### src/rtl/core/mdfp_pkg.sv
`timescale 1ns / 1ps
// Shared types, constants and the CRC-16 byte update for the frame parser.
// No dependencies; every other file of the parser imports this package.
package mdfp_pkg;

  // Field widths fixed by the frame format and the result layout
  localparam int unsigned BYTE_W     = 8;
  localparam int unsigned DIST_W     = 16;
  localparam int unsigned CHAN_W     = 3;
  localparam int unsigned CFG_IDX_W  = 2;
  localparam int unsigned CFG_DATA_W = 16;

  // Modbus CRC-16: reflected polynomial, all-ones start value
  localparam logic [15:0] CRC_INIT = 16'hFFFF;
  localparam logic [15:0] CRC_POLY = 16'hA001;

  // Register reset values
  localparam logic [7:0]  DEV_ADDR_RST = 8'd1;
  localparam logic [7:0]  FUNC_RST     = 8'd4;
  localparam logic [15:0] MIN_DIST_RST = 16'd0;
  localparam logic [15:0] MAX_DIST_RST = 16'hFFFF;

  // Configuration register indexes
  typedef enum logic [CFG_IDX_W-1:0] {
    CFG_DEV_ADDR = 2'd0,
    CFG_FUNC     = 2'd1,
    CFG_MIN_DIST = 2'd2,
    CFG_MAX_DIST = 2'd3
  } mdfp_cfg_idx_e;

  // Controller states: byte phases first, then the result drain
  typedef enum logic [3:0] {
    ST_ADDR    = 4'd0,
    ST_FUNC    = 4'd1,
    ST_LEN     = 4'd2,
    ST_PAYLOAD = 4'd3,
    ST_CRC_LO  = 4'd4,
    ST_CRC_HI  = 4'd5,
    ST_RD_HI   = 4'd6,
    ST_RD_LO   = 4'd7,
    ST_EMIT    = 4'd8
  } mdfp_state_e;

  // Commands from the controller to the datapath
  typedef struct packed {
    logic crc_start;  // restart CRC and fold in the current byte
    logic crc_add;    // fold the current byte into the running CRC
    logic cnt_clr;    // clear the payload byte count
    logic pay_wr;     // write the current byte into the payload store
    logic crc_lo_ld;  // capture the received CRC low byte
    logic ch_clr;     // restart the channel counter
    logic rd_lo;      // read the low byte of the current channel word
    logic hi_ld;      // capture the read byte as the high half
    logic out_ld;     // load the output register with a result
    logic ch_inc;     // advance to the next channel
  } mdfp_cmd_t;

  // Status from the datapath to the controller
  typedef struct packed {
    logic addr_match;
    logic func_match;
    logic len_match;
    logic pay_last;
    logic crc_ok;
    logic ch_last;
    logic out_free;
  } mdfp_sts_t;

  // Fold one byte into a Modbus CRC-16, one bit per step
  function automatic logic [15:0] crc16_byte(input logic [15:0] crc_in,
                                             input logic [7:0]  data);
    logic [15:0] crc;
    crc = crc_in ^ {8'h00, data};
    for (int k = 0; k < 8; k++) begin
      if (crc[0]) begin
        crc = (crc >> 1) ^ CRC_POLY;
      end else begin
        crc = crc >> 1;
      end
    end
    return crc;
  endfunction

endpackage

### src/rtl/core/mdfp_stream_if.sv
`timescale 1ns / 1ps
// Valid/ready channels of the frame parser: received bytes in, channel results out.
// Depends on mdfp_pkg for the field widths.
interface mdfp_byte_if;
  import mdfp_pkg::*;
  logic              valid;
  logic              ready;
  logic [BYTE_W-1:0] rx_byte;

  modport source (output valid, output rx_byte, input ready);
  modport sink   (input valid, input rx_byte, output ready);
endinterface

interface mdfp_result_if;
  import mdfp_pkg::*;
  logic              valid;
  logic              ready;
  logic [CHAN_W-1:0] channel;
  logic [DIST_W-1:0] distance_cm;
  logic              in_range;
  logic              last;

  modport source (output valid, output channel, output distance_cm, output in_range,
                  output last, input ready);
  modport sink   (input valid, input channel, input distance_cm, input in_range,
                  input last, output ready);
endinterface

### src/rtl/core/mdfp_datapath.sv
`timescale 1ns / 1ps
// Datapath of the frame parser: configuration, CRC, payload store, result register.
// Depends on mdfp_pkg and mdfp_result_if; driven by commands from mdfp_ctrl.
module mdfp_datapath import mdfp_pkg::*; #(
  parameter int unsigned PAYLOAD_BYTES = 16,
  parameter int unsigned CHANNELS      = 8
) (
  input  logic                  clk_i,
  input  logic                  rst_ni,
  input  logic                  cfg_we_i,
  input  logic [CFG_IDX_W-1:0]  cfg_idx_i,
  input  logic [CFG_DATA_W-1:0] cfg_data_i,
  input  logic [BYTE_W-1:0]     rx_byte_i,
  input  mdfp_cmd_t             cmd_i,
  output mdfp_sts_t             sts_o,
  mdfp_result_if.source         res_o
);

  localparam int unsigned AW    = $clog2(PAYLOAD_BYTES);
  localparam int unsigned CNT_W = $clog2(PAYLOAD_BYTES + 1);
  localparam int unsigned CW    = (CHANNELS > 1) ? $clog2(CHANNELS) : 1;
  localparam int unsigned IW    = CW + 1;
  localparam int unsigned XW    = ((IW > AW) ? IW : AW) + 1;

  logic [7:0]        dev_addr_q, func_q;
  logic [15:0]       min_q, max_q;
  logic [15:0]       crc_q;
  logic [7:0]        crc_lo_q;
  logic [CNT_W-1:0]  cnt_q;
  logic [CW-1:0]     ch_q;
  logic [BYTE_W-1:0] mem_q [PAYLOAD_BYTES];
  logic [BYTE_W-1:0] rd_q, hi_q;
  logic [IW-1:0]     rd_idx;
  logic [XW-1:0]     rd_x;
  logic              rd_hit;
  logic [DIST_W-1:0] chan_word;
  logic              dist_in_rng;
  logic              out_valid_q;
  logic [CHAN_W-1:0] out_chan_q;
  logic [DIST_W-1:0] out_dist_q;
  logic              out_rng_q, out_last_q;
  logic              out_free;

  // Configuration registers; the low bits of the data go to narrow registers
  always_ff @(posedge clk_i or negedge rst_ni) begin
    if (!rst_ni) begin
      dev_addr_q <= DEV_ADDR_RST;
      func_q     <= FUNC_RST;
      min_q      <= MIN_DIST_RST;
      max_q      <= MAX_DIST_RST;
    end else if (cfg_we_i) begin
      unique case (mdfp_cfg_idx_e'(cfg_idx_i))
        CFG_DEV_ADDR: dev_addr_q <= cfg_data_i[7:0];
        CFG_FUNC:     func_q     <= cfg_data_i[7:0];
        CFG_MIN_DIST: min_q      <= cfg_data_i;
        CFG_MAX_DIST: max_q      <= cfg_data_i;
      endcase
    end
  end

  // Running CRC, received CRC low byte, payload count and channel counter
  always_ff @(posedge clk_i or negedge rst_ni) begin
    if (!rst_ni) begin
      crc_q    <= CRC_INIT;
      crc_lo_q <= '0;
      cnt_q    <= '0;
      ch_q     <= '0;
    end else begin
      if (cmd_i.crc_start) begin
        crc_q <= crc16_byte(CRC_INIT, rx_byte_i);
      end else if (cmd_i.crc_add) begin
        crc_q <= crc16_byte(crc_q, rx_byte_i);
      end
      if (cmd_i.crc_lo_ld) begin
        crc_lo_q <= rx_byte_i;
      end
      if (cmd_i.cnt_clr) begin
        cnt_q <= '0;
      end else if (cmd_i.pay_wr) begin
        cnt_q <= cnt_q + CNT_W'(1);
      end
      if (cmd_i.ch_clr) begin
        ch_q <= '0;
      end else if (cmd_i.ch_inc) begin
        ch_q <= ch_q + CW'(1);
      end
    end
  end

  // Payload store: one write port at the byte count, one registered read port
  always_ff @(posedge clk_i) begin
    if (cmd_i.pay_wr) begin
      mem_q[cnt_q[AW-1:0]] <= rx_byte_i;
    end
  end

  // Read byte 2*ch or 2*ch+1; bytes past the payload read as zero
  assign rd_idx = {ch_q, cmd_i.rd_lo};
  assign rd_x   = XW'(rd_idx);
  assign rd_hit = rd_x < XW'(PAYLOAD_BYTES);

  always_ff @(posedge clk_i) begin
    rd_q <= rd_hit ? mem_q[rd_x[AW-1:0]] : '0;
    if (cmd_i.hi_ld) begin
      hi_q <= rd_q;
    end
  end

  // Assemble the big-endian word and test it against the open range
  assign chan_word   = {hi_q, rd_q};
  assign dist_in_rng = (chan_word > min_q) && (chan_word < max_q);

  // Output register: loads when empty or being emptied
  assign out_free = !out_valid_q || res_o.ready;

  always_ff @(posedge clk_i or negedge rst_ni) begin
    if (!rst_ni) begin
      out_valid_q <= 1'b0;
    end else if (cmd_i.out_ld) begin
      out_valid_q <= 1'b1;
    end else if (res_o.ready) begin
      out_valid_q <= 1'b0;
    end
  end

  always_ff @(posedge clk_i) begin
    if (cmd_i.out_ld) begin
      out_chan_q <= CHAN_W'(ch_q);
      out_dist_q <= chan_word;
      out_rng_q  <= dist_in_rng;
      out_last_q <= sts_o.ch_last;
    end
  end

  assign res_o.valid       = out_valid_q;
  assign res_o.channel     = out_chan_q;
  assign res_o.distance_cm = out_dist_q;
  assign res_o.in_range    = out_rng_q;
  assign res_o.last        = out_last_q;

  // Status for the controller
  assign sts_o.addr_match = rx_byte_i == dev_addr_q;
  assign sts_o.func_match = rx_byte_i == func_q;
  assign sts_o.len_match  = rx_byte_i == BYTE_W'(PAYLOAD_BYTES);
  assign sts_o.pay_last   = cnt_q == CNT_W'(PAYLOAD_BYTES - 1);
  assign sts_o.crc_ok     = {rx_byte_i, crc_lo_q} == crc_q;
  assign sts_o.ch_last    = ch_q == CW'(CHANNELS - 1);
  assign sts_o.out_free   = out_free;

  // Checks
  a_load_when_free: assert property (@(posedge clk_i) disable iff (!rst_ni)
    cmd_i.out_ld |-> out_free)
    else $error("result loaded over an untaken result");

  a_store_in_bounds: assert property (@(posedge clk_i) disable iff (!rst_ni)
    cmd_i.pay_wr |-> (cnt_q < CNT_W'(PAYLOAD_BYTES)))
    else $error("payload write past the store");

  a_valid_from_load: assert property (@(posedge clk_i) disable iff (!rst_ni)
    $rose(out_valid_q) |-> $past(cmd_i.out_ld))
    else $error("result valid without a load");

endmodule

### src/rtl/core/mdfp_ctrl.sv
`timescale 1ns / 1ps
// Controller of the frame parser: hunts the frame byte by byte, then drains results.
// Depends on mdfp_pkg; drives mdfp_datapath through command and status structs.
module mdfp_ctrl import mdfp_pkg::*; (
  input  logic      clk_i,
  input  logic      rst_ni,
  input  logic      rx_valid_i,
  output logic      rx_ready_o,
  input  mdfp_sts_t sts_i,
  output mdfp_cmd_t cmd_o
);

  mdfp_state_e state_q, state_d;
  logic        acc;

  // Take bytes in every frame phase, stall them while results drain
  assign rx_ready_o = (state_q != ST_RD_HI) && (state_q != ST_RD_LO) &&
                      (state_q != ST_EMIT);
  assign acc        = rx_valid_i && rx_ready_o;

  always_ff @(posedge clk_i or negedge rst_ni) begin
    if (!rst_ni) begin
      state_q <= ST_ADDR;
    end else begin
      state_q <= state_d;
    end
  end

  // Next state
  always_comb begin
    state_d = state_q;
    unique case (state_q)
      ST_ADDR: begin
        if (acc && sts_i.addr_match) state_d = ST_FUNC;
      end
      ST_FUNC: begin
        if (acc) state_d = sts_i.func_match ? ST_LEN : ST_ADDR;
      end
      ST_LEN: begin
        if (acc) state_d = sts_i.len_match ? ST_PAYLOAD : ST_ADDR;
      end
      ST_PAYLOAD: begin
        if (acc && sts_i.pay_last) state_d = ST_CRC_LO;
      end
      ST_CRC_LO: begin
        if (acc) state_d = ST_CRC_HI;
      end
      ST_CRC_HI: begin
        if (acc) state_d = sts_i.crc_ok ? ST_RD_HI : ST_ADDR;
      end
      ST_RD_HI: state_d = ST_RD_LO;
      ST_RD_LO: state_d = ST_EMIT;
      ST_EMIT: begin
        if (sts_i.out_free) state_d = sts_i.ch_last ? ST_ADDR : ST_RD_HI;
      end
      default: state_d = ST_ADDR;
    endcase
  end

  // Commands
  always_comb begin
    cmd_o = '0;
    unique case (state_q)
      ST_ADDR: begin
        cmd_o.crc_start = acc && sts_i.addr_match;
      end
      ST_FUNC: begin
        cmd_o.crc_add = acc && sts_i.func_match;
      end
      ST_LEN: begin
        cmd_o.crc_add = acc && sts_i.len_match;
        cmd_o.cnt_clr = acc && sts_i.len_match;
      end
      ST_PAYLOAD: begin
        cmd_o.pay_wr  = acc;
        cmd_o.crc_add = acc;
      end
      ST_CRC_LO: begin
        cmd_o.crc_lo_ld = acc;
      end
      ST_CRC_HI: begin
        cmd_o.ch_clr = acc;
      end
      ST_RD_HI: begin
        cmd_o.rd_lo = 1'b0;
      end
      ST_RD_LO: begin
        cmd_o.rd_lo = 1'b1;
        cmd_o.hi_ld = 1'b1;
      end
      ST_EMIT: begin
        cmd_o.rd_lo  = 1'b1;
        cmd_o.out_ld = sts_i.out_free;
        cmd_o.ch_inc = sts_i.out_free;
      end
      default: cmd_o = '0;
    endcase
  end

  // Checks
  a_last_ends_frame: assert property (@(posedge clk_i) disable iff (!rst_ni)
    (cmd_o.out_ld && sts_i.ch_last) |=> (state_q == ST_ADDR))
    else $error("drain did not end after the last channel");

  a_payload_holds: assert property (@(posedge clk_i) disable iff (!rst_ni)
    (acc && (state_q == ST_PAYLOAD) && !sts_i.pay_last) |=> (state_q == ST_PAYLOAD))
    else $error("payload phase left early");

  a_good_crc_drains: assert property (@(posedge clk_i) disable iff (!rst_ni)
    (acc && (state_q == ST_CRC_HI) && sts_i.crc_ok) |=> !rx_ready_o)
    else $error("byte taken after a good frame before the drain");

endmodule

### src/rtl/core/modbus_distance_frame_parser.sv
`timescale 1ns / 1ps
// Each received byte is taken when offered outside the result drain; the frame is checked
// as bytes arrive. After a good CRC high byte the parser emits CHANNELS results, each one
// through RD_HI, RD_LO (two reads of the payload store's read port) and EMIT (one load that
// waits for a free result register); bytes stall in that drain. A bad frame emits nothing.
// Reset (asynchronous, active low) returns to address hunting and loads register
// defaults; the payload store is not cleared and needs no clearing pass.
module modbus_distance_frame_parser import mdfp_pkg::*; #(
  parameter int unsigned PAYLOAD_BYTES = 16,
  parameter int unsigned CHANNELS      = 8
) (
  input  logic                  clk_i,
  input  logic                  rst_ni,
  input  logic                  cfg_we_i,
  input  logic [CFG_IDX_W-1:0]  cfg_idx_i,
  input  logic [CFG_DATA_W-1:0] cfg_data_i,
  mdfp_byte_if.sink             rx_i,
  mdfp_result_if.source         res_o
);

  mdfp_cmd_t cmd;
  mdfp_sts_t sts;
  logic      rx_ready;

  assign rx_i.ready = rx_ready;

  // Frame controller
  mdfp_ctrl u_ctrl (
    .clk_i      (clk_i),
    .rst_ni     (rst_ni),
    .rx_valid_i (rx_i.valid),
    .rx_ready_o (rx_ready),
    .sts_i      (sts),
    .cmd_o      (cmd)
  );

  // CRC, payload store and result register
  mdfp_datapath #(
    .PAYLOAD_BYTES (PAYLOAD_BYTES),
    .CHANNELS      (CHANNELS)
  ) u_datapath (
    .clk_i      (clk_i),
    .rst_ni     (rst_ni),
    .cfg_we_i   (cfg_we_i),
    .cfg_idx_i  (cfg_idx_i),
    .cfg_data_i (cfg_data_i),
    .rx_byte_i  (rx_i.rx_byte),
    .cmd_i      (cmd),
    .sts_o      (sts),
    .res_o      (res_o)
  );

endmodule

### src/flat_wrapper.sv
// flat-port wrapper written by rule: the top's interface ports become plain ports
module modbus_distance_frame_parser_flat import mdfp_pkg::*;
#(
  parameter int unsigned PAYLOAD_BYTES = 16,
  parameter int unsigned CHANNELS      = 8
)
  (clk_i, rst_ni, cfg_we_i, cfg_idx_i, cfg_data_i, rx_i_valid, rx_i_rx_byte, rx_i_ready, res_o_valid, res_o_channel, res_o_distance_cm, res_o_in_range, res_o_last, res_o_ready);
  mdfp_byte_if rx_i_i ();
  mdfp_result_if res_o_i ();
  input  logic clk_i;
  input  logic rst_ni;
  input  logic cfg_we_i;
  input  logic [CFG_IDX_W-1:0] cfg_idx_i;
  input  logic [CFG_DATA_W-1:0] cfg_data_i;
  input wire logic [$bits(rx_i_i.valid)-1:0] rx_i_valid;
  input wire logic [$bits(rx_i_i.rx_byte)-1:0] rx_i_rx_byte;
  output wire logic [$bits(rx_i_i.ready)-1:0] rx_i_ready;
  output wire logic [$bits(res_o_i.valid)-1:0] res_o_valid;
  output wire logic [$bits(res_o_i.channel)-1:0] res_o_channel;
  output wire logic [$bits(res_o_i.distance_cm)-1:0] res_o_distance_cm;
  output wire logic [$bits(res_o_i.in_range)-1:0] res_o_in_range;
  output wire logic [$bits(res_o_i.last)-1:0] res_o_last;
  input wire logic [$bits(res_o_i.ready)-1:0] res_o_ready;
  assign rx_i_i.valid = rx_i_valid;
  assign rx_i_i.rx_byte = rx_i_rx_byte;
  assign rx_i_ready = rx_i_i.ready;
  assign res_o_valid = res_o_i.valid;
  assign res_o_channel = res_o_i.channel;
  assign res_o_distance_cm = res_o_i.distance_cm;
  assign res_o_in_range = res_o_i.in_range;
  assign res_o_last = res_o_i.last;
  assign res_o_i.ready = res_o_ready;
  modbus_distance_frame_parser #(.PAYLOAD_BYTES(PAYLOAD_BYTES), .CHANNELS(CHANNELS)) u_core (.clk_i(clk_i), .rst_ni(rst_ni), .cfg_we_i(cfg_we_i), .cfg_idx_i(cfg_idx_i), .cfg_data_i(cfg_data_i), .rx_i(rx_i_i), .res_o(res_o_i));
endmodule
### config.mk
export PLATFORM = sky130hd
export DESIGN_NAME = modbus_distance_frame_parser_flat
export DESIGN_NICKNAME = d
export VERILOG_FILES = /design/src/rtl/core/mdfp_pkg.sv /design/src/rtl/core/mdfp_stream_if.sv /design/src/rtl/core/mdfp_datapath.sv /design/src/rtl/core/mdfp_ctrl.sv /design/src/rtl/core/modbus_distance_frame_parser.sv /design/src/flat_wrapper.sv
export SDC_FILE = /design/constraint.sdc
export NUM_CORES = 1
export LEC_CHECK = 0
export ABC_CLOCK_PERIOD_IN_PS = 2900
export BUFFER_PORTS_ARGS = -buffer_cell sky130_fd_sc_hd__buf_2
export CORE_UTILIZATION = 61
export DETAILED_ROUTE_END_ITERATION = 8
export GPL_TIMING_DRIVEN = 0
export PLACE_DENSITY = 0.78
export SETUP_SLACK_MARGIN = 0.2
export SYNTH_ARGS = -nofsm -noshare
export SYNTH_HDL_FRONTEND = slang
export SYNTH_SLANG_ARGS = --single-unit
export TNS_END_PERCENT = 10
### constraint.sdc
create_clock -name clk_i -period 2.9 [get_ports clk_i]
set_input_delay 0.145 -clock clk_i [delete_from_list [all_inputs] [get_ports clk_i]]
set_output_delay 0.145 -clock clk_i [all_outputs]
set_load 0.02 [all_outputs]
==> results.toml <==
[outcome]
status = "complete, no violations"

[critical_path]
r2r.worst_path.cells = 8
worstReg2RegEnd = "u_core.u_datapath.crc_q[6]"
timing.critical_path.slowest_stage_cell = "sky130_fd_sc_hd__nor3b_2"
worstPathMaxFanout = 10
criticalPathCategory = "reg -> reg"
reg2reg_slack_ns = 0.14
endpoint_kind = "flip-flop"
cp_num_buf_inv = 2
critical-path-max-stage-delay_ns = 0.56
worst_ep_arrival_time_ns = 3.19
regToRegStartpoint = "u_core.u_ctrl.state_q[2]"
worst-endpoint-required_ns = 3.33
critical_path.top_delay_family = "simple AND/OR/NAND/NOR gates"
critPathLaunchType = "flip-flop"
crit_path_cell_trace = "buf_2, nor2b_2, a22oi_1, nand4_1, nor3b_2, buf_2, o21ai_0, o21ai_0"

[global_route]
grt_first_pass_wirelength_mm = 36.76
first_global_vias = 6632
grt_usage_pct = 26.63
globalRoute.totalOverflow = 0
grt_max_degree = 50
antenna_found_initial = 1

[drt]
ant_nets = 0
detailedRoute.firstPassIterationCount = 6
detail_route.iter0.violations = 444
vias = 6537
detail_route.wl_per_cell_um = 22.28
postRouteWirelength_mm = 23.91
detail_route.drc_violations = 0
drt-vias-per-instance = 6.092

[clock_network]
cts.htree.levels = 1
cts_root_buffer = "sky130_fd_sc_hd__clkbuf_16"
postCtsSetupRepairBufs = 0
clkSinkCount = 250
clkSlewWorstSetupHoldPaths_ns = 0.06
cts_tree = "done"
worstSkewPairLatency_ns = 0.51
worst_case_clock_buffer_depth = 3
cts_buffers = 25

[logic_synthesis]
yosys.cell_types.count = 52
synthFlopType = "sky130_fd_sc_hd__edfxtp_1"
syn_avg_cell_area_um2 = 15.33
synthCells = 729
ys_seq_area_share_pct = 63.02
synth-warning-count = 0
yosys_register_bits = 250
synthArstFlopShare_pct = 34.00
synth_edf_count = 157
synth.net_count = 802
syn-cell-area_um2 = 11180

[placement]
numPlacedInstances = 1011
buffer_ports.inserted = 52
gp_congestion = 0.8863
place_worst_setup_slack_ns = 0.06906
detailed_place_hpwl_mm = 16.17

[floorplanning]
floorplan.initialDensity_pct = 62.22
floorplan.die.width_um = 137.4
die-height_um = 137.4
die_area_um2 = 18870
placementRows = 49
pin_count = 54
core_area_um2 = 17960

[sta]
relative_slew_slack_pct = 19.63
setup_ws_ns = 0.1402
max_freq_mhz = 362.4
setup_repair_after_global_routing_missed_its_margin = "yes"
finalWorstPathRequiredPeriod_ns = 2.760
finalClockSkew_ns = 0.01318
finalHoldViolCount = 0
final-max-slew-violation-count = 0
totalNegativeSetupSlack_ns = 0
worst-slew-pin-transition_ns = 1.203
setup_viol = 0
layout_worst_path_cycle_share_pct = 95.16

[final_layout]
diodes = 0
syn_to_final_growth_pct = 14.68
layout_commonest_cell = "sky130_fd_sc_hd__edfxtp_1"
most-common-layout-cells = "157 x sky130_fd_sc_hd__edfxtp_1, 58 x sky130_fd_sc_hd__buf_2, 51 x sky130_fd_sc_hd__dfrtp_1, 49 x sky130_fd_sc_hd__mux2_2, 46 x sky130_fd_sc_hd__inv_1"
post_route_non_filler_standard_cell_count = 1073
num-nets-final = 900
post_route_cells_drive_above_1_share_pct = 28.44

[min_path]
worst_hold_path.endpoint = "u_core.u_datapath.mem_q[10][3]"
worstHoldPathType = "in -> reg"
hold_path_startpoint = "rx_i_rx_byte[3]"
worst_hold_path.num_cells = 1

[power_and_ir_drop]
p_leak_nw = 4.911
ir_worst_vdd_mv = 0.6911
power-per-cell-area_nw_per_um2 = 691.7

[job]
max-cap-violations = 0
## cell usage after synthesis (9+ instances only)
master | number | area [µm²]
sky130_fd_sc_hd__dfstp_2 | 34 | 893.4
sky130_fd_sc_hd__mux2_2 | 49 | 551.8
sky130_fd_sc_hd__xnor2_1 | 41 | 359.1
sky130_fd_sc_hd__o21ai_0 | 23 | 115.1
sky130_fd_sc_hd__ha_1 | 42 | 525.5
sky130_fd_sc_hd__nor2_1 | 16 | 60.06
sky130_fd_sc_hd__nand2_1 | 27 | 101.4
sky130_fd_sc_hd__mux4_2 | 40 | 900.9
sky130_fd_sc_hd__nor3_1 | 9 | 45.04
sky130_fd_sc_hd__dfrtp_1 | 51 | 1276
sky130_fd_sc_hd__nand4_1 | 11 | 68.82
sky130_fd_sc_hd__a21oi_1 | 21 | 105.1
sky130_fd_sc_hd__and2_1 | 22 | 137.6
sky130_fd_sc_hd__a21o_1 | 11 | 82.58
sky130_fd_sc_hd__inv_1 | 47 | 176.4
sky130_fd_sc_hd__edfxtp_1 | 157 | 4715
sky130_fd_sc_hd__xor2_1 | 22 | 192.7
sky130_fd_sc_hd__buf_2 | 10 | 50.05
## power breakdown
part | internal (mW) | switching, mW
logic | 0.640 | 0.631
clock network | 2.03 | 1.31
registers | 4.07 | 0.183
total | 6.74 | 2.13
## worst max-delay path by stage
stage | start | to | slack [ns] | depth (start not counted)
after global placement | u_core.u_ctrl.state_q[2] | u_core.u_ctrl.state_q[0] | 0.16 | 7
after global routing | u_core.u_ctrl.state_q[2] | u_core.u_datapath.mem_q[6][0] | 0.07 | 8
final | u_core.u_ctrl.state_q[2] | u_core.u_datapath.crc_q[6] | 0.14 | 8
after detailed placement | u_core.u_datapath.ch_q[0] | u_core.u_datapath.rd_q[4] | 0.07 | 4
after floorplan | u_core.u_datapath.ch_q[0] | u_core.u_datapath.rd_q[0] | 0.60 | 4
after CTS | u_core.u_ctrl.state_q[2] | u_core.u_ctrl.state_q[0] | 0.1 | 7
## cell type report
| type | count | area (µm²) |
|---|---|---|
| inverters | 47 | 180.2 |
| plain buffers | 31 | 195.2 |
| repair buffers | 71 | 470.5 |
| multi-input cells | 401 | 3794 |
| clock inverters | 14 | 202.7 |
| fillers | 1092 | 5146 |
| flip-flops and latches | 250 | 7044 |
| clock buffers | 30 | 644.4 |
| well taps | 229 | 286.5 |
## registers in the layout, indices dropped and copies added, names as in the netlist
signal                               cells
u_core.u_datapath.mem_q                128
u_core.u_datapath.crc_q                 16
u_core.u_datapath.max_q                 16
u_core.u_datapath.min_q                 16
u_core.u_datapath.res_o.distance_cm     16
u_core.u_datapath.crc_lo_q               8
u_core.u_datapath.dev_addr_q             8
u_core.u_datapath.func_q                 8
u_core.u_datapath.hi_q                   8
u_core.u_datapath.rd_q                   8
u_core.u_datapath.cnt_q                  5
u_core.u_ctrl.state_q                    4
u_core.u_datapath.ch_q                   3
u_core.u_datapath.res_o.channel          3
u_core.u_datapath.res_o.in_range         1
u_core.u_datapath.res_o.last             1
u_core.u_datapath.res_o.valid            1
## kinds of logic (layout without fill, tap and decap cells)
kind of cell             count (synthesis)  after routing  synth area share [%]
AND/OR/NAND/NOR                        119            119                 5.687
multiplexers                            93             93                 13.35
adder cells (fa/ha/maj)                 42             42                 4.702
XOR/XNOR                                66             66                 5.575
buffers and inverters                   78            193                 3.112
flip-flops                             250            250                 63.02
AO/OA/AOI/OAI                           81             81                 4.545
## routing by layer
metal  vias to the layer above  track usage [%]  part of all wire, %
met5                         -                0                0.054
met2                       301            45.88                   51
met1                      3286            34.47                   40
met3                        54            4.084                  6.2
met4                         2            9.280                  3.0
li1                       2894                -                    -
## per-stage QoR
step	power [mW]	utilization (%)	hold WS, ns	cell area, µm²
after floorplan	5.198	-	-0.1506	11180
after global placement	5.464	65.26	0.3891	11720
after detailed placement	5.531	65.43	0.1501	11750
after CTS	8.905	71.24	0.02898	12800
after global routing	9.211	71.35	0.02873	12820
final	8.865	71.35	0.04354	12820
## what timing repair did
item / 4_1_cts / 5_1_grt
endpoints found under the hold margin: 85 / 0
resized for setup: 5 / 8
endpoints found under the setup margin: 9 / 82
hold buffers: 18 / 0
Power figures use the tool's default switching activity.
